File: config.mk
export PLATFORM = sky130hd
export DESIGN_NAME = elevator_floor_controller_flat
export DESIGN_NICKNAME = d
export VERILOG_FILES = /design/src/rtl/core/efc_pkg.sv /design/src/rtl/core/efc_intf.sv /design/src/rtl/core/elevator_floor_controller.sv /design/src/flat_wrapper.sv
export VERILOG_INCLUDE_DIRS = /design/src /design/src/rtl/core
export SDC_FILE = /design/constraint.sdc
export NUM_CORES = 1
export LEC_CHECK = 0
export BUFFER_PORTS_ARGS = -buffer_cell sky130_fd_sc_hd__clkbuf_2
export CAP_MARGIN = 15
export CORE_ASPECT_RATIO = 0.7
export CORE_MARGIN = 5
export CORE_UTILIZATION = 25
export DETAILED_ROUTE_END_ITERATION = 7
export PLACE_DENSITY_LB_ADDON = 0.08
export SLEW_MARGIN = 40
export SYNTH_ARGS = -nofsm -noshare
export SYNTH_HDL_FRONTEND = slang
export SYNTH_SLANG_ARGS = --single-unit
File: constraint.sdc
create_clock -name clk -period 4.35 [get_ports clk]
set_clock_uncertainty 0.2 [all_clocks]
set_input_delay 0.87 -clock clk [delete_from_list [all_inputs] [get_ports clk]]
set_output_delay 0.87 -clock clk [all_outputs]
set_load 0.01 [all_outputs]
File: src/rtl/core/elevator_floor_controller_assert.svh
// assertion macros for the elevator floor controller
`ifndef ELEVATOR_FLOOR_CONTROLLER_ASSERT_SVH
`define ELEVATOR_FLOOR_CONTROLLER_ASSERT_SVH

`ifndef NO_ASSERTIONS
// same-cycle implication, checked at every clock edge out of reset
`define EFC_ASSERT_IMP(label, ante, cons) \
  label: assert property (@(posedge clk) disable iff (!rst_n) (ante) |-> (cons)) \
    else $error("elevator floor controller: same-cycle check failed");
// next-cycle implication
`define EFC_ASSERT_NXT(label, ante, cons) \
  label: assert property (@(posedge clk) disable iff (!rst_n) (ante) |=> (cons)) \
    else $error("elevator floor controller: next-cycle check failed");
`else
`define EFC_ASSERT_IMP(label, ante, cons)
`define EFC_ASSERT_NXT(label, ante, cons)
`endif

`endif

File: src/rtl/core/efc_pkg.sv
// types, codes and helpers shared by the elevator floor controller files
`default_nettype none

package efc_pkg;

  // field widths
  localparam int KEY_W   = 4;
  localparam int DIST_W  = 16;
  localparam int MODE_W  = 3;
  localparam int FLOOR_W = 7;
  localparam int CNT_W   = 2;

  // entry buffer depth
  localparam logic [CNT_W-1:0] ENTRY_DIGITS = 2'd2;

  // reset value of the obstruction threshold
  localparam logic [DIST_W-1:0] THRESH_RESET = 16'd20;

  // opcodes
  localparam logic OP_KEY  = 1'b0;
  localparam logic OP_TICK = 1'b1;

  // key codes
  localparam logic [KEY_W-1:0] KEY_DIGIT_MAX = 4'd9;
  localparam logic [KEY_W-1:0] KEY_STAR      = 4'd10;
  localparam logic [KEY_W-1:0] KEY_HASH      = 4'd11;

  // reported mode codes
  localparam logic [MODE_W-1:0] MODE_IDLE  = 3'd0;
  localparam logic [MODE_W-1:0] MODE_UP    = 3'd1;
  localparam logic [MODE_W-1:0] MODE_DOWN  = 3'd2;
  localparam logic [MODE_W-1:0] MODE_EMERG = 3'd3;
  localparam logic [MODE_W-1:0] MODE_FAULT = 3'd4;
  localparam logic [MODE_W-1:0] MODE_MAINT = 3'd5;

  // controller state, one-hot
  typedef enum logic [5:0] {
    ST_IDLE  = 6'b000001,
    ST_UP    = 6'b000010,
    ST_DOWN  = 6'b000100,
    ST_EMERG = 6'b001000,
    ST_FAULT = 6'b010000,
    ST_MAINT = 6'b100000
  } state_t;

  // one-hot state to reported mode code
  function automatic logic [MODE_W-1:0] state_code(input state_t st);
    logic [MODE_W-1:0] code;
    case (st)
      ST_IDLE:  code = MODE_IDLE;
      ST_UP:    code = MODE_UP;
      ST_DOWN:  code = MODE_DOWN;
      ST_EMERG: code = MODE_EMERG;
      ST_FAULT: code = MODE_FAULT;
      ST_MAINT: code = MODE_MAINT;
      default:  code = MODE_IDLE;
    endcase
    return code;
  endfunction

  // floor number formed by the entry buffer
  function automatic logic [FLOOR_W-1:0] entry_number(input logic [CNT_W-1:0] cnt,
                                                       input logic [KEY_W-1:0] d0,
                                                       input logic [KEY_W-1:0] d1);
    logic [FLOOR_W-1:0] val;
    case (cnt)
      2'd0:    val = '0;
      2'd1:    val = {3'b000, d0};
      default: val = FLOOR_W'({3'b000, d0} * 7'd10) + {3'b000, d1};
    endcase
    return val;
  endfunction

endpackage

`default_nettype wire

File: src/rtl/core/efc_intf.sv
// item channel interfaces of the elevator floor controller
`default_nettype none

// input item channel
interface efc_in_if;
  logic                            valid;
  logic                            ready;
  logic                            opcode;
  logic [efc_pkg::KEY_W-1:0]       key_code;
  logic                            emergency_button;
  logic [efc_pkg::DIST_W-1:0]      echo_cm;

  modport source (output valid, opcode, key_code, emergency_button, echo_cm,
                  input ready);
  modport sink   (input valid, opcode, key_code, emergency_button, echo_cm,
                  output ready);
endinterface

// result item channel
interface efc_out_if;
  logic                            valid;
  logic                            ready;
  logic [efc_pkg::MODE_W-1:0]      mode;
  logic [efc_pkg::FLOOR_W-1:0]     floor_now;
  logic [efc_pkg::FLOOR_W-1:0]     floor_goal;
  logic                            door_is_open;
  logic                            alarm_on;
  logic                            obstruction_seen;
  logic                            arrived;
  logic [efc_pkg::CNT_W-1:0]       digits_entered;
  logic [efc_pkg::FLOOR_W-1:0]     entry_value;

  modport source (output valid, mode, floor_now, floor_goal, door_is_open, alarm_on,
                         obstruction_seen, arrived, digits_entered, entry_value,
                  input ready);
  modport sink   (input valid, mode, floor_now, floor_goal, door_is_open, alarm_on,
                        obstruction_seen, arrived, digits_entered, entry_value,
                  output ready);
endinterface

// threshold register write channel
interface efc_cfg_if;
  logic                            valid;
  logic                            ready;
  logic [efc_pkg::DIST_W-1:0]      data;

  modport source (output valid, data, input ready);
  modport sink   (input valid, data, output ready);
endinterface

`default_nettype wire

File: src/rtl/core/elevator_floor_controller.sv
// elevator floor controller: key entry, travel ticks, emergency and maintenance modes
//
//  channel  | dir | payload                                          | handshake
//  ---------+-----+--------------------------------------------------+-------------
//  in_if    | in  | opcode, key_code, emergency_button, echo_cm      | valid/ready
//  out_if   | out | mode, floors, door, alarm, flags, entry buffer   | valid/ready
//  cfg_if   | in  | obstruction threshold (16 bit)                   | valid/ready
//
// one item per cycle sustained while out_if is not stalled; an accepted item goes into
// the input register, then the mode logic updates state and loads the result register;
// the input register refills while the result waits
// a stalled result holds the input register, in_if.ready drops once both are full
// synchronous active-low reset: idle mode, floor 0, goal 0, empty entry, threshold 20
// cfg_if is always ready; writes are expected only while the block is idle
`default_nettype none

module elevator_floor_controller (
  input  wire          clk,
  input  wire          rst_n,
  efc_in_if.sink       in_if,
  efc_out_if.source    out_if,
  efc_cfg_if.sink      cfg_if
);

  // input register
  logic                            s1_valid_r;
  logic                            s1_opcode_r;
  logic [efc_pkg::KEY_W-1:0]       s1_key_r;
  logic                            s1_button_r;
  logic [efc_pkg::DIST_W-1:0]      s1_dist_r;

  // controller state
  efc_pkg::state_t                 state_r, state_nxt;
  logic [efc_pkg::FLOOR_W-1:0]     floor_r, floor_nxt;
  logic [efc_pkg::FLOOR_W-1:0]     goal_r, goal_nxt;
  logic [efc_pkg::KEY_W-1:0]       digit_r [2];
  logic [efc_pkg::KEY_W-1:0]       digit_nxt [2];
  logic [efc_pkg::CNT_W-1:0]       count_r, count_nxt;
  logic                            door_r, door_nxt;
  logic                            alarm_r, alarm_nxt;
  logic [efc_pkg::DIST_W-1:0]      thresh_r;

  // result register
  logic                            out_valid_r;
  logic [efc_pkg::MODE_W-1:0]      out_mode_r;
  logic [efc_pkg::FLOOR_W-1:0]     out_floor_r;
  logic [efc_pkg::FLOOR_W-1:0]     out_goal_r;
  logic                            out_door_r;
  logic                            out_alarm_r;
  logic                            out_obst_r;
  logic                            out_arr_r;
  logic [efc_pkg::CNT_W-1:0]       out_count_r;
  logic [efc_pkg::FLOOR_W-1:0]     out_entry_r;

  logic                            s1_go;
  logic                            obst_nxt;
  logic                            arr_nxt;
  logic [efc_pkg::FLOOR_W-1:0]     entry_val;
  logic                            code00;
  logic [efc_pkg::FLOOR_W-1:0]     step_floor;

  // flow control
  assign s1_go       = s1_valid_r && (!out_valid_r || out_if.ready);
  assign in_if.ready = !s1_valid_r || s1_go;
  assign cfg_if.ready = 1'b1;

  // current entry as a floor number and the maintenance code check
  assign entry_val = efc_pkg::entry_number(count_r, digit_r[0], digit_r[1]);
  assign code00    = (count_r == 2'd2) && (digit_r[0] == '0) && (digit_r[1] == '0);

  // mode logic for the item in the input register
  always_comb begin
    state_nxt    = state_r;
    floor_nxt    = floor_r;
    goal_nxt     = goal_r;
    digit_nxt[0] = digit_r[0];
    digit_nxt[1] = digit_r[1];
    count_nxt    = count_r;
    door_nxt     = door_r;
    alarm_nxt    = alarm_r;
    obst_nxt     = 1'b0;
    arr_nxt      = 1'b0;
    step_floor   = floor_r;
    if (s1_opcode_r == efc_pkg::OP_KEY) begin
      case (state_r)
        efc_pkg::ST_IDLE: begin
          if (s1_key_r <= efc_pkg::KEY_DIGIT_MAX) begin
            // append a digit while the entry has room
            if (count_r < efc_pkg::ENTRY_DIGITS) begin
              digit_nxt[count_r[0]] = s1_key_r;
              count_nxt = count_r + 2'd1;
            end
          end else if (s1_key_r == efc_pkg::KEY_STAR) begin
            // confirm a non-empty entry
            if (count_r != '0) begin
              goal_nxt = entry_val;
              if (code00) begin
                state_nxt = efc_pkg::ST_MAINT;
              end else if (entry_val == floor_r) begin
                state_nxt = efc_pkg::ST_FAULT;
              end else if (entry_val > floor_r) begin
                state_nxt = efc_pkg::ST_UP;
              end else begin
                state_nxt = efc_pkg::ST_DOWN;
              end
              digit_nxt[0] = '0;
              digit_nxt[1] = '0;
              count_nxt    = '0;
            end
          end else if (s1_key_r == efc_pkg::KEY_HASH) begin
            digit_nxt[0] = '0;
            digit_nxt[1] = '0;
            count_nxt    = '0;
          end
        end
        efc_pkg::ST_EMERG: begin
          // star opens the door with alarm, hash closes and leaves emergency
          if (s1_key_r == efc_pkg::KEY_STAR && !door_r) begin
            door_nxt  = 1'b1;
            alarm_nxt = 1'b1;
          end else if (s1_key_r == efc_pkg::KEY_HASH && door_r) begin
            door_nxt  = 1'b0;
            alarm_nxt = 1'b0;
            state_nxt = efc_pkg::ST_IDLE;
          end
        end
        efc_pkg::ST_MAINT: begin
          if (s1_key_r == efc_pkg::KEY_STAR) begin
            state_nxt = efc_pkg::ST_IDLE;
          end
        end
        default: begin
        end
      endcase
    end else begin
      case (state_r)
        efc_pkg::ST_FAULT: begin
          state_nxt = efc_pkg::ST_IDLE;
        end
        efc_pkg::ST_UP, efc_pkg::ST_DOWN: begin
          // obstruction check comes before the emergency check
          obst_nxt = (s1_dist_r != '0) && (s1_dist_r < thresh_r);
          if (s1_button_r) begin
            state_nxt = efc_pkg::ST_EMERG;
            door_nxt  = 1'b0;
            alarm_nxt = 1'b0;
          end else begin
            // one floor toward the goal
            if (state_r == efc_pkg::ST_UP && floor_r < goal_r) begin
              step_floor = floor_r + 7'd1;
            end else if (state_r == efc_pkg::ST_DOWN && floor_r > goal_r) begin
              step_floor = floor_r - 7'd1;
            end
            floor_nxt = step_floor;
            if (step_floor == goal_r) begin
              arr_nxt   = 1'b1;
              state_nxt = efc_pkg::ST_IDLE;
            end
          end
        end
        default: begin
        end
      endcase
    end
  end

  // input register
  always_ff @(posedge clk) begin
    if (!rst_n) begin
      s1_valid_r <= 1'b0;
    end else if (in_if.ready) begin
      s1_valid_r <= in_if.valid;
    end
  end

  always_ff @(posedge clk) begin
    if (in_if.ready && in_if.valid) begin
      s1_opcode_r <= in_if.opcode;
      s1_key_r    <= in_if.key_code;
      s1_button_r <= in_if.emergency_button;
      s1_dist_r   <= in_if.echo_cm;
    end
  end

  // controller state and threshold register
  always_ff @(posedge clk) begin
    if (!rst_n) begin
      state_r    <= efc_pkg::ST_IDLE;
      floor_r    <= '0;
      goal_r     <= '0;
      digit_r[0] <= '0;
      digit_r[1] <= '0;
      count_r    <= '0;
      door_r     <= 1'b0;
      alarm_r    <= 1'b0;
      thresh_r   <= efc_pkg::THRESH_RESET;
    end else begin
      if (s1_go) begin
        state_r    <= state_nxt;
        floor_r    <= floor_nxt;
        goal_r     <= goal_nxt;
        digit_r[0] <= digit_nxt[0];
        digit_r[1] <= digit_nxt[1];
        count_r    <= count_nxt;
        door_r     <= door_nxt;
        alarm_r    <= alarm_nxt;
      end
      if (cfg_if.valid && cfg_if.ready) begin
        thresh_r <= cfg_if.data;
      end
    end
  end

  // result register
  always_ff @(posedge clk) begin
    if (!rst_n) begin
      out_valid_r <= 1'b0;
    end else if (s1_go) begin
      out_valid_r <= 1'b1;
    end else if (out_if.ready) begin
      out_valid_r <= 1'b0;
    end
  end

  always_ff @(posedge clk) begin
    if (s1_go) begin
      out_mode_r  <= efc_pkg::state_code(state_nxt);
      out_floor_r <= floor_nxt;
      out_goal_r  <= goal_nxt;
      out_door_r  <= door_nxt;
      out_alarm_r <= alarm_nxt;
      out_obst_r  <= obst_nxt;
      out_arr_r   <= arr_nxt;
      out_count_r <= count_nxt;
      out_entry_r <= efc_pkg::entry_number(count_nxt, digit_nxt[0], digit_nxt[1]);
    end
  end

  assign out_if.valid            = out_valid_r;
  assign out_if.mode             = out_mode_r;
  assign out_if.floor_now        = out_floor_r;
  assign out_if.floor_goal       = out_goal_r;
  assign out_if.door_is_open     = out_door_r;
  assign out_if.alarm_on         = out_alarm_r;
  assign out_if.obstruction_seen = out_obst_r;
  assign out_if.arrived          = out_arr_r;
  assign out_if.digits_entered   = out_count_r;
  assign out_if.entry_value      = out_entry_r;

  // checks
`include "elevator_floor_controller_assert.svh"

  `EFC_ASSERT_IMP(a_arrive_idle, out_valid_r && out_arr_r,
                  (out_mode_r == efc_pkg::MODE_IDLE) && (out_floor_r == out_goal_r))
  `EFC_ASSERT_IMP(a_obst_moving, out_valid_r && out_obst_r,
                  (out_mode_r == efc_pkg::MODE_UP) || (out_mode_r == efc_pkg::MODE_DOWN) ||
                  (out_mode_r == efc_pkg::MODE_EMERG) || (out_mode_r == efc_pkg::MODE_IDLE))
  `EFC_ASSERT_IMP(a_door_emerg, door_r || alarm_r,
                  (state_r == efc_pkg::ST_EMERG) && (door_r == alarm_r))
  `EFC_ASSERT_NXT(a_stall_holds, s1_valid_r && out_valid_r && !out_if.ready,
                  s1_valid_r && $stable(floor_r) && $stable(state_r))

endmodule

`default_nettype wire
File: src/flat_wrapper.sv
// flat-port wrapper written by rule: the top's interface ports become plain ports
module elevator_floor_controller_flat 
  (clk, rst_n, in_if_valid, in_if_opcode, in_if_key_code, in_if_emergency_button, in_if_echo_cm, in_if_ready, out_if_valid, out_if_mode, out_if_floor_now, out_if_floor_goal, out_if_door_is_open, out_if_alarm_on, out_if_obstruction_seen, out_if_arrived, out_if_digits_entered, out_if_entry_value, out_if_ready, cfg_if_valid, cfg_if_data, cfg_if_ready);
  efc_in_if in_if_i ();
  efc_out_if out_if_i ();
  efc_cfg_if cfg_if_i ();
  input  wire clk;
  input  wire rst_n;
  input wire logic [$bits(in_if_i.valid)-1:0] in_if_valid;
  input wire logic [$bits(in_if_i.opcode)-1:0] in_if_opcode;
  input wire logic [$bits(in_if_i.key_code)-1:0] in_if_key_code;
  input wire logic [$bits(in_if_i.emergency_button)-1:0] in_if_emergency_button;
  input wire logic [$bits(in_if_i.echo_cm)-1:0] in_if_echo_cm;
  output wire logic [$bits(in_if_i.ready)-1:0] in_if_ready;
  output wire logic [$bits(out_if_i.valid)-1:0] out_if_valid;
  output wire logic [$bits(out_if_i.mode)-1:0] out_if_mode;
  output wire logic [$bits(out_if_i.floor_now)-1:0] out_if_floor_now;
  output wire logic [$bits(out_if_i.floor_goal)-1:0] out_if_floor_goal;
  output wire logic [$bits(out_if_i.door_is_open)-1:0] out_if_door_is_open;
  output wire logic [$bits(out_if_i.alarm_on)-1:0] out_if_alarm_on;
  output wire logic [$bits(out_if_i.obstruction_seen)-1:0] out_if_obstruction_seen;
  output wire logic [$bits(out_if_i.arrived)-1:0] out_if_arrived;
  output wire logic [$bits(out_if_i.digits_entered)-1:0] out_if_digits_entered;
  output wire logic [$bits(out_if_i.entry_value)-1:0] out_if_entry_value;
  input wire logic [$bits(out_if_i.ready)-1:0] out_if_ready;
  input wire logic [$bits(cfg_if_i.valid)-1:0] cfg_if_valid;
  input wire logic [$bits(cfg_if_i.data)-1:0] cfg_if_data;
  output wire logic [$bits(cfg_if_i.ready)-1:0] cfg_if_ready;
  assign in_if_i.valid = in_if_valid;
  assign in_if_i.opcode = in_if_opcode;
  assign in_if_i.key_code = in_if_key_code;
  assign in_if_i.emergency_button = in_if_emergency_button;
  assign in_if_i.echo_cm = in_if_echo_cm;
  assign in_if_ready = in_if_i.ready;
  assign out_if_valid = out_if_i.valid;
  assign out_if_mode = out_if_i.mode;
  assign out_if_floor_now = out_if_i.floor_now;
  assign out_if_floor_goal = out_if_i.floor_goal;
  assign out_if_door_is_open = out_if_i.door_is_open;
  assign out_if_alarm_on = out_if_i.alarm_on;
  assign out_if_obstruction_seen = out_if_i.obstruction_seen;
  assign out_if_arrived = out_if_i.arrived;
  assign out_if_digits_entered = out_if_i.digits_entered;
  assign out_if_entry_value = out_if_i.entry_value;
  assign out_if_i.ready = out_if_ready;
  assign cfg_if_i.valid = cfg_if_valid;
  assign cfg_if_i.data = cfg_if_data;
  assign cfg_if_ready = cfg_if_i.ready;
  elevator_floor_controller u_core (.clk(clk), .rst_n(rst_n), .in_if(in_if_i), .out_if(out_if_i), .cfg_if(cfg_if_i));
endmodule
==> results.toml, run 1 <==
[grt]
grt_pass1_wl_um = 27000
gr-usage-met1_pct = 18.5
grt_start_max_net_pins = 39
gr-usage-met3_pct = 2.74
grt_overflow_total = 0
first_global_vias = 4788
grt-busiest-layer = "met1"
antenna_found_initial = 0
track_usage_pct = 12.3
grt_util_met2_pct = 17.5

[synthesis]
ys_async_sr_fraction_pct = 0
synth.largest_area_cell = "edfxtp_1"
ys_seq_area_share_pct = 43.3
synth_flop_cell = "edfxtp_1"
ys_types = 66
synth_cells = 611
synth_area_leaders = "edfxtp_1, dfxtp_1, ha_1, nand2_1, nor2b_1"
synth_xor_area_share_pct = 4.30
syn_nets = 706
synth_top_family_by_area = "simple AND/OR/NAND/NOR gates"
synth_area_per_cell_um2 = 9.99
synth_edf_count = 60
synth_area_um2 = 6110
muxShareOfSynthArea_pct = 3.18
synth_top_area_share_pct = 29.5
synthAdderAreaFrac_pct = 11.1
synth_seq_cells = 102
yosys.area_share.simple_pct = 18.9
yosys_warnings = 0
synth-compound-area-share_pct = 14.4

[cells_and_area]
fin_nets = 783
drive_gt1_share_pct = 17.2
n_fill_cell = 2530
final-seq-area_um2 = 2640
num_antenna_cells = 0
syn_to_final_growth_pct = 17.4
utilization_pct = 30.1
multi_input_area_um2 = 3180

[setup_path]
worstPathArrival_ns = 3.93
required_ns = 4.23
crit_slowest_cell = "fa_1"
end_kind = "flip-flop"
crit_family = "simple AND/OR/NAND/NOR gates"
r2r_cells = 14
start_kind = "flip-flop"
path_depth = 14
criticalPathCategory = "flip-flop to flip-flop"
crit_fanout = 11
cpPeakStageDelay_ns = 0.44
worst-path-buf-inv = 2
path_cells = "nor4_1 > and4bb_2 > o21ai_0 > nand2b_1 > a22oi_1 > inv_1 > ha_1 > ha_1 > inv_1 > fa_1 > nor3b_1 > xor2_1 > xnor2_1 > nor2_1"

[routing]
ant_nets = 0
dr.first_iter.drc_count = 223
dr.pass1.iters = 4
wl_um = 16700
drc = 0
wl_per_cell_um = 16.5
vias = 4687
via_per_inst = 4.64

[placed_design]
gp_congestion = 0.862
port_buffers = 74
hpwl_um = 12700

[pwr]
p_per_area_nw_per_um2 = 322
leakage_nw = 2.91
combPwrFrac_pct = 16.3
p_switching_mw = 0.649
power.internal_mw = 1.66
p_clk_share_pct = 35.4
p_seq_share_pct = 48.3
vdd_drop_max_uv = 211
switching_share_pct = 28.1

[sta]
fin_crit_ns = 4.04
rsz0062_at_grt = "no"
worst_pin_slew_ns = 0.835
fin_tns_setup_ns = 0
drv_slew = 0
finalSetupViolCount = 0
finalHoldViolations = 0
fmax_mhz = 247
timing.final.crit_share_pct = 92.9
slew_headroom_pct = 44.1
hold_slack_ns = 0.284

[cts]
cts_hold_buf = 0
cts_buffers = 9
cts_max_path_buffers = 2
cts_setup_buffers = 0
clkSinkCount = 102
clk_pin_slew_ns = 0.08
cts_resized = 0
cts_tree = "yes"
htree_levels = 3
cts-root-buf = "clkbuf_16"
clock_latency_ns = 0.37

[floorplanning]
fp-row-count = 47
io_pins = 76
die_h_um = 141
core_um2 = 23800
initial_core_util_pct = 25.6
die-area_um2 = 27700
die_w_um = 197

[min_path]
min_delay_path_depth = 2
hp-class = "flip-flop to flip-flop"

[status]
status = "complete, no violations"

[job]
drv_cap = 0
[per-stage QoR]
step                      worst slack, ns  instance area [um2]  total power [mW]  std cells
final                               0.309                 7170              2.31       1011
after global routing              0.00410                 7170              2.44       1011
after CTS                           0.284                 7170              2.36       1011
after detailed placement            0.330                 6880              1.52        995
after global placement              0.447                 6880              1.52        995
after floorplan                     0.519                 6110              1.39        611
[cell usage after synthesis, types with 7 or more instances]
cell type	number
clkbuf_1	14
ha_1	48
nand4_1	8
inv_1	50
a21boi_0	10
a22oi_1	8
mux2i_1	16
xor2_1	10
nand3_1	16
dfxtp_1	42
nand2_1	54
a21oi_1	24
nand2b_1	11
a21o_1	12
nor2b_1	31
and2_1	11
xnor2_1	20
edfxtp_1	60
a22o_1	7
nor3b_1	8
o21ai_0	22
nor2_1	32
[cells in the final DEF (no fill, tap or decap), types with 7 or more instances in the layout]
cell       instances
clkbuf_2          74
edfxtp_1          60
nand2_1           54
inv_1             49
ha_1              48
dfxtp_1           42
nor2_1            32
nor2b_1           31
a21oi_1           24
o21ai_0           22
xnor2_1           20
nand3_1           16
mux2i_1           16
buf_4             13
a21o_1            12
and2_1            11
nand2b_1          11
xor2_1            10
clkbuf_16         10
a21boi_0           9
nor3b_1            8
a22oi_1            8
nand4_1            8
a22o_1             7
[power by group through the flow]
| stage | Combinational, mW | Clock, mW | Sequential [mW] |
|---|---|---|---|
| 6_report | 0.376 | 0.819 | 1.12 |
| 5_1_grt | 0.429 | 0.888 | 1.12 |
| 4_1_cts | 0.382 | 0.858 | 1.12 |
| 3_5_place_dp | 0.378 | 0 | 1.14 |
| 3_3_place_gp | 0.377 | 0 | 1.14 |
| 2_1_floorplan | 0.260 | 0 | 1.13 |
[final cells by class]
type | count | share of cell area, %
multi-input cells | 437 | 44.3
repair buffers | 87 | 6.53
clock inverters | 5 | 0.524
inverters | 51 | 2.69
flip-flops and latches | 102 | 36.9
clock buffers | 11 | 3.54
well taps | 318 | 5.55
[worst paths after layout]
kind	startpoint	end	slack [ns]
worst max-delay path	u_core.state_r[1]$_SDFFE_PN0P_	u_core.out_if.entry_value[6]$_DFFE_PP_	0.31
worst min-delay path	u_core.alarm_r$_SDFFE_PN0P_	u_core.alarm_r$_SDFFE_PN0P_	0.28
worst max register to register	u_core.state_r[1]$_SDFFE_PN0P_	u_core.out_if.entry_value[6]$_DFFE_PP_	0.31
worst min register to register	u_core.alarm_r$_SDFFE_PN0P_	u_core.alarm_r$_SDFFE_PN0P_	0.28
[per-layer routing]
layer / vias up / share of wire (%)
met2: 92 / 40
met4: 0 / 1.7
met1: 2235 / 54
li1: 2339 / -
met5: - / 0
met3: 21 / 3.9
[registers in the layout, summed over array words and instances (netlist names), 3 cells and up]
name,cells
u_core.out_if.floor_now,7
u_core.goal_r,7
u_core.s1_dist_r,16
u_core.out_if.mode,3
u_core.out_if.floor_goal,7
u_core.digit_r,8
u_core.state_r,6
u_core.floor_r,7
u_core.thresh_r,16
u_core.s1_key_r,4
u_core.out_if.entry_value,7
[worst reg2reg max path, stage by stage, from the launching register on]
cell	delay [ns]
dfxtp_1	0.41
nor4_1	0.42
and4bb_2	0.30
o21ai_0	0.15
nand2b_1	0.24
a22oi_1	0.26
inv_1	0.11
ha_1	0.29
ha_1	0.19
inv_1	0.06
fa_1	0.44
nor3b_1	0.26
xor2_1	0.21
xnor2_1	0.14
nor2_1	0.07
[logic make-up (layout without fill, tap and decap cells)]
kind of cell / Yosys count / in the layout
other: 1 / 1
AOI/OAI and AO/OA: 127 / 127
DFF: 102 / 102
buffers and inverters: 72 / 154
muxes: 19 / 19
xor gates and xnor gates: 30 / 30
and+or+nand+nor: 208 / 208
adders and majority gates: 52 / 52
No activity file was read; power rests on OpenSTA's default activity.
==> run 2, diff against run 1 <==
==> constraint.sdc (replaced) <==
create_clock -name clk -period 4.35 [get_ports clk]
set_clock_uncertainty 0.2 [all_clocks]
set_input_delay 0.6525 -clock clk [delete_from_list [all_inputs] [get_ports clk]]
set_output_delay 0.6525 -clock clk [all_outputs]
set_load 0.01 [all_outputs]
==> run 2 against run 1 <==
  * Clock power is 11% higher
  * Cell count hardly changed
  * Sequential power hardly changed
  * Core utilization is 0.17 points higher
  * Routed wire length is 1.0% lower
  * Sequential share of layout area is 0.20 points lower
  * Final area is 0.56% higher
  * Worst setup slack better by 0.059 ns
  * Global-route usage is 0.13 points lower
  * Maximum frequency is 1.5% higher
  * Critical path type unchanged
  * Largest power group unchanged
==> results.toml, run 2 (synthesized netlist as in run 1, its figures left out) <==
[sta]
fmax_mhz = 251
finalSetupViolCount = 0
worst_pin_slew_ns = 0.763
finalHoldViolations = 0
worst_slack_ns = 0.368
rsz0062_at_grt = "no"
hold_slack_ns = 0.268
fin_tns_setup_ns = 0
fin_crit_ns = 3.98
drv_slew = 0
timing.final.crit_share_pct = 91.5
slew_headroom_pct = 48.7

[setup_path]
crit_family = "simple AND/OR/NAND/NOR gates"
end_kind = "flip-flop"
crit_slowest_cell = "edfxtp_1"
criticalPathCategory = "flip-flop to flip-flop"
worst-path-buf-inv = 1
start_kind = "flip-flop"
cpPeakStageDelay_ns = 0.53
worstPathArrival_ns = 3.97
path_cells = "ha_1 > ha_1 > inv_1 > fa_1 > nand3b_1 > xnor2_1 > nor3_1 > ha_1 > nand3_1 > nor2_1 > nor3b_1 > nor2b_1 > nor3b_1 > nor4b_2"
crit_fanout = 6
path_common_cell = "ha_1"
required_ns = 4.34

[cells_and_area]
reg_top3 = "u_core.s1_dist_r x16, u_core.thresh_r x16, u_core.digit_r x8"
final_common_cell = "clkbuf_2"
fin_nets = 784
layout_common_cells = "clkbuf_2, edfxtp_1, nand2_1"
syn_to_final_growth_pct = 18.1
drive_gt1_share_pct = 17.3
num_antenna_cells = 0
n_fill_cell = 2507

[cts]
cts_tree = "yes"
cts_buffers = 9
cts_hold_buf = 0
cts_setup_buffers = 0
cts_resized = 0
clk_pin_slew_ns = 0.07
cts_max_path_buffers = 2
clock_latency_ns = 0.36
cts-root-buf = "clkbuf_16"
clkSinkCount = 102
htree_levels = 3

[floorplanning]
io_pins = 76
die_h_um = 141
die_w_um = 197
die-area_um2 = 27700
initial_core_util_pct = 25.6
fp-row-count = 47
core_um2 = 23800

[pwr]
total_power_mw = 2.40
switching_share_pct = 26.8
vdd_drop_max_uv = 171
p_clk_share_pct = 37.8
leakage_nw = 2.92
p_switching_mw = 0.642
p_seq_share_pct = 46.5
p_per_area_nw_per_um2 = 332
power.internal_mw = 1.76
combPwrFrac_pct = 15.7

[routing]
wl_um = 16500
dr.pass1.iters = 4
dr.first_iter.drc_count = 268
drc = 0
vias = 4660
via_per_inst = 4.60
ant_nets = 0
wl_per_cell_um = 16.3

[grt]
first_global_vias = 4732
antenna_found_initial = 0
grt_pass1_wl_um = 26500
grt_start_max_net_pins = 39
grt_overflow_total = 0
track_usage_pct = 12.2

[placed_design]
hpwl_um = 12500
gp_congestion = 0.866
dp_slack_ns = 0.376
port_buffers = 74

[min_path]
hp-class = "input pin to flip-flop"

[job]
drv_cap = 0

[status]
status = "complete, no violations"
run 2: changes by cell type in the layout (fill, tap and decap cells not counted), moves of 2 or more:
| cell | delta |
|---|---|
| clkinvlp_4 | +3 |
| bufinv_16 | +2 |
| clkinv_2 | -2 |
| inv_6 | -2 |
run 2: routing by layer:
| metal | vias up | wire length [um] | GRT usage, % | part of all wire [%] |
|---|---|---|---|---|
| li1 | 2350 | - | - | - |
| met2 | 112 | 6720 | 17.6 | 41 |
| met4 | 0 | 259 | 3.68 | 1.6 |
| met1 | 2184 | 8720 | 17.9 | 53 |
| met5 | - | 0 | 0 | 0 |
| met3 | 14 | 818 | 2.96 | 5.0 |
run 2: final cells by class:
cell class	instances	area (um2)	share of cell area, %
Timing Repair Buffer	88	475	6.59
Tap cell	318	398	5.52
Clock inverter	5	82.6	1.15
Inverter	51	191	2.66
Clock buffer	11	243	3.37
Sequential cell	102	2640	36.7
Multi-Input combinational cell	437	3180	44.1
run 2: worst paths after layout:
check | to | cells after the start | slack, ns | start
max | u_core.out_if.mode[1]$_DFFE_PP_ | 14 | 0.37 | u_core.digit_r[0][1]$_SDFFCE_PN0P_
min | u_core.s1_dist_r[8]$_DFFE_PP_ | 1 | 0.27 | in_if_echo_cm[8]
max reg2reg | u_core.out_if.mode[1]$_DFFE_PP_ | 14 | 0.37 | u_core.digit_r[0][1]$_SDFFCE_PN0P_
min reg2reg | u_core.alarm_r$_SDFFE_PN0P_ | 2 | 0.29 | u_core.alarm_r$_SDFFE_PN0P_
run 2: power groups by stage:
stage | combinational [mW] | clock [mW] | sequential (mW)
final | 0.376 | 0.905 | 1.12
after detailed placement | 0.377 | 0 | 1.14
after CTS | 0.381 | 0.948 | 1.12
after floorplan | 0.260 | 0 | 1.13
after global placement | 0.378 | 0 | 1.14
after global routing | 0.426 | 0.981 | 1.12
run 2: per-stage QoR:
stage | std cells | util, % | instance area [um2]
6_report | 1012 | 30.3 | 7210
5_1_grt | 1012 | 30.3 | 7210
4_1_cts | 1012 | 30.3 | 7210
3_5_place_dp | 996 | 28.9 | 6880
3_3_place_gp | 996 | 28.9 | 6880
2_1_floorplan | 611 | - | 6110
==> run 3, diff against run 2 <==
--- a/config.mk
+++ b/config.mk
@@ -12,7 +12,7 @@
 export CORE_MARGIN = 5
 export CORE_UTILIZATION = 25
 export DETAILED_ROUTE_END_ITERATION = 7
-export PLACE_DENSITY_LB_ADDON = 0.08
+export PLACE_DENSITY = 0.4
 export SLEW_MARGIN = 40
 export SYNTH_ARGS = -nofsm -noshare
 export SYNTH_HDL_FRONTEND = slang
==> constraint.sdc (replaced) <==
create_clock -name clk -period 4.6 [get_ports clk]
set_clock_uncertainty 0.2 [all_clocks]
set_input_delay 0.69 -clock clk [delete_from_list [all_inputs] [get_ports clk]]
set_output_delay 0.69 -clock clk [all_outputs]
set_load 0.01 [all_outputs]
==> run 3 against run 2 <==
  * Non-clock buffer count down 9
  * Global-route usage decreased by 0.32 points
  * Via count down 1.1%
  * Die area did not move
  * Clock power is 18% lower
  * Critical path type unchanged
  * Highest routed layer unchanged
==> results.toml, run 3 (synthesized netlist as in run 1, its figures left out) <==
[status]
status = "complete, no violations"

[placed_design]
gp_congestion = 0.838
port_buffers = 74
hpwl_um = 12300

[setup_path]
r2r_start = "u_core.state_r[2]$_SDFFE_PN0P_"
required_ns = 4.48
start_kind = "flip-flop"
r2r_slack_ns = 0.35
end_kind = "flip-flop"
worstPathArrival_ns = 4.14
r2r_cells = 14
crit_fanout = 11
criticalPathCategory = "flip-flop to flip-flop"
timing.rr.end = "u_core.out_if.entry_value[6]$_DFFE_PP_"

[grt]
first_global_vias = 4670
antenna_found_initial = 0
track_usage_pct = 11.9
grt_pass1_wl_um = 25900
grt_start_max_net_pins = 45
grt_overflow_total = 0

[cts]
clkSinkCount = 102
cts_hold_buf = 0
cts-root-buf = "clkbuf_16"
cts_setup_buffers = 0
cts_max_path_buffers = 2
clock_latency_ns = 0.36
cts_resized = 0
clk_pin_slew_ns = 0.08
cts_buffers = 9
htree_levels = 3
cts_tree = "yes"

[sta]
slew_headroom_pct = 46.2
fin_crit_ns = 4.25
hold_slack_ns = 0.295
finalHoldViolations = 0
fin_tns_setup_ns = 0
fmax_mhz = 235
timing.final.crit_share_pct = 92.4
worst_pin_slew_ns = 0.796
finalSetupViolCount = 0
drv_slew = 0

[floorplanning]
core_um2 = 23800
die_w_um = 197
io_pins = 76
die-area_um2 = 27700
die_h_um = 141
fp-row-count = 47
initial_core_util_pct = 25.6

[routing]
dr.first_iter.drc_count = 324
dr.pass1.iters = 4
wl_um = 16000
wl_per_cell_um = 16.0
via_per_inst = 4.60
drc = 0
ant_nets = 0
vias = 4609

[cells_and_area]
final_common_cell = "clkbuf_2"
num_antenna_cells = 0
layout_common_cells = "clkbuf_2, edfxtp_1, nand2_1"
drive_gt1_share_pct = 16.6
reg_top3 = "u_core.s1_dist_r x16, u_core.thresh_r x16, u_core.digit_r x8"
n_fill_cell = 2488
fin_nets = 775
syn_to_final_growth_pct = 16.5
utilization_pct = 29.9

[pwr]
p_per_area_nw_per_um2 = 302
vdd_drop_max_uv = 164
leakage_nw = 2.87
total_power_mw = 2.15

[min_path]
hold_path.startpoint = "u_core.thresh_r[2]$_SDFFE_PN1P_"
hp-class = "flip-flop to flip-flop"
hold_path_end = "u_core.thresh_r[2]$_SDFFE_PN1P_"
min_delay_path_depth = 2

[job]
drv_cap = 0
-- run 3: power breakdown --
part / internal, mW / switching, mW / leakage, nW / total, mW
clock network: 0.374 / 0.366 / 0.140 / 0.740
registers: 1.02 / 0.0406 / 0.930 / 1.06
logic: 0.147 / 0.204 / 1.80 / 0.351
-- run 3: area by class of cell --
class                   instances  area [um2]  share of cell area, %
flip-flops and latches        102        2640                   37.2
repair buffers                 79         410                   5.77
multi-input cells             437        3190                   44.8
clock buffers                   9         225                   3.17
well taps                     318         398                   5.60
clock inverters                 7        55.1                  0.774
inverters                      51         191                   2.69
-- run 3: critical path, cell delays in order (launching register included) --
cell	delay [ns]
dfxtp_1	0.41
nor4_1	0.42
and4bb_2	0.32
o21ai_0	0.19
nand2b_1	0.28
a22oi_2	0.35
inv_1	0.13
ha_1	0.29
ha_1	0.19
inv_1	0.06
fa_1	0.44
nor3b_1	0.30
xor2_1	0.20
xnor2_1	0.13
nor2_1	0.05
-- run 3: through the flow --
step / setup slack, ns / std cells / instance area [um2]
after floorplan: 0.769 / 611 / 6110
after global placement: 0.491 / 987 / 6820
after detailed placement: 0.285 / 987 / 6820
after CTS: 0.233 / 1003 / 7100
after global routing: -0.00227 / 1003 / 7110
final: 0.348 / 1003 / 7110
-- run 3: worst max path at each step --
stage | startpoint | endpoint | slack [ns] | depth (start not counted)
3_3_place_gp | u_core.state_r[2]$_SDFFE_PN0P_ | u_core.out_if.entry_value[6]$_DFFE_PP_ | 0.49 | 14
5_1_grt | u_core.state_r[2]$_SDFFE_PN0P_ | u_core.out_if.entry_value[6]$_DFFE_PP_ | -0.002 | 14
4_1_cts | u_core.state_r[2]$_SDFFE_PN0P_ | u_core.out_if.entry_value[6]$_DFFE_PP_ | 0.23 | 14
2_1_floorplan | u_core.state_r[2]$_SDFFE_PN0P_ | u_core.out_if.entry_value[6]$_DFFE_PP_ | 0.77 | 15
3_5_place_dp | u_core.state_r[1]$_SDFFE_PN0P_ | u_core.out_if.entry_value[6]$_DFFE_PP_ | 0.28 | 14
6_report | u_core.state_r[2]$_SDFFE_PN0P_ | u_core.out_if.entry_value[6]$_DFFE_PP_ | 0.35 | 14
-- run 3: layer usage --
metal,global-route usage (%),up-vias,wire length (um)
li1,-,2328,-
met1,17.7,2164,8420
met2,16.4,107,6350
met3,4.08,10,1120
met4,2.59,0,150
met5,0,-,0
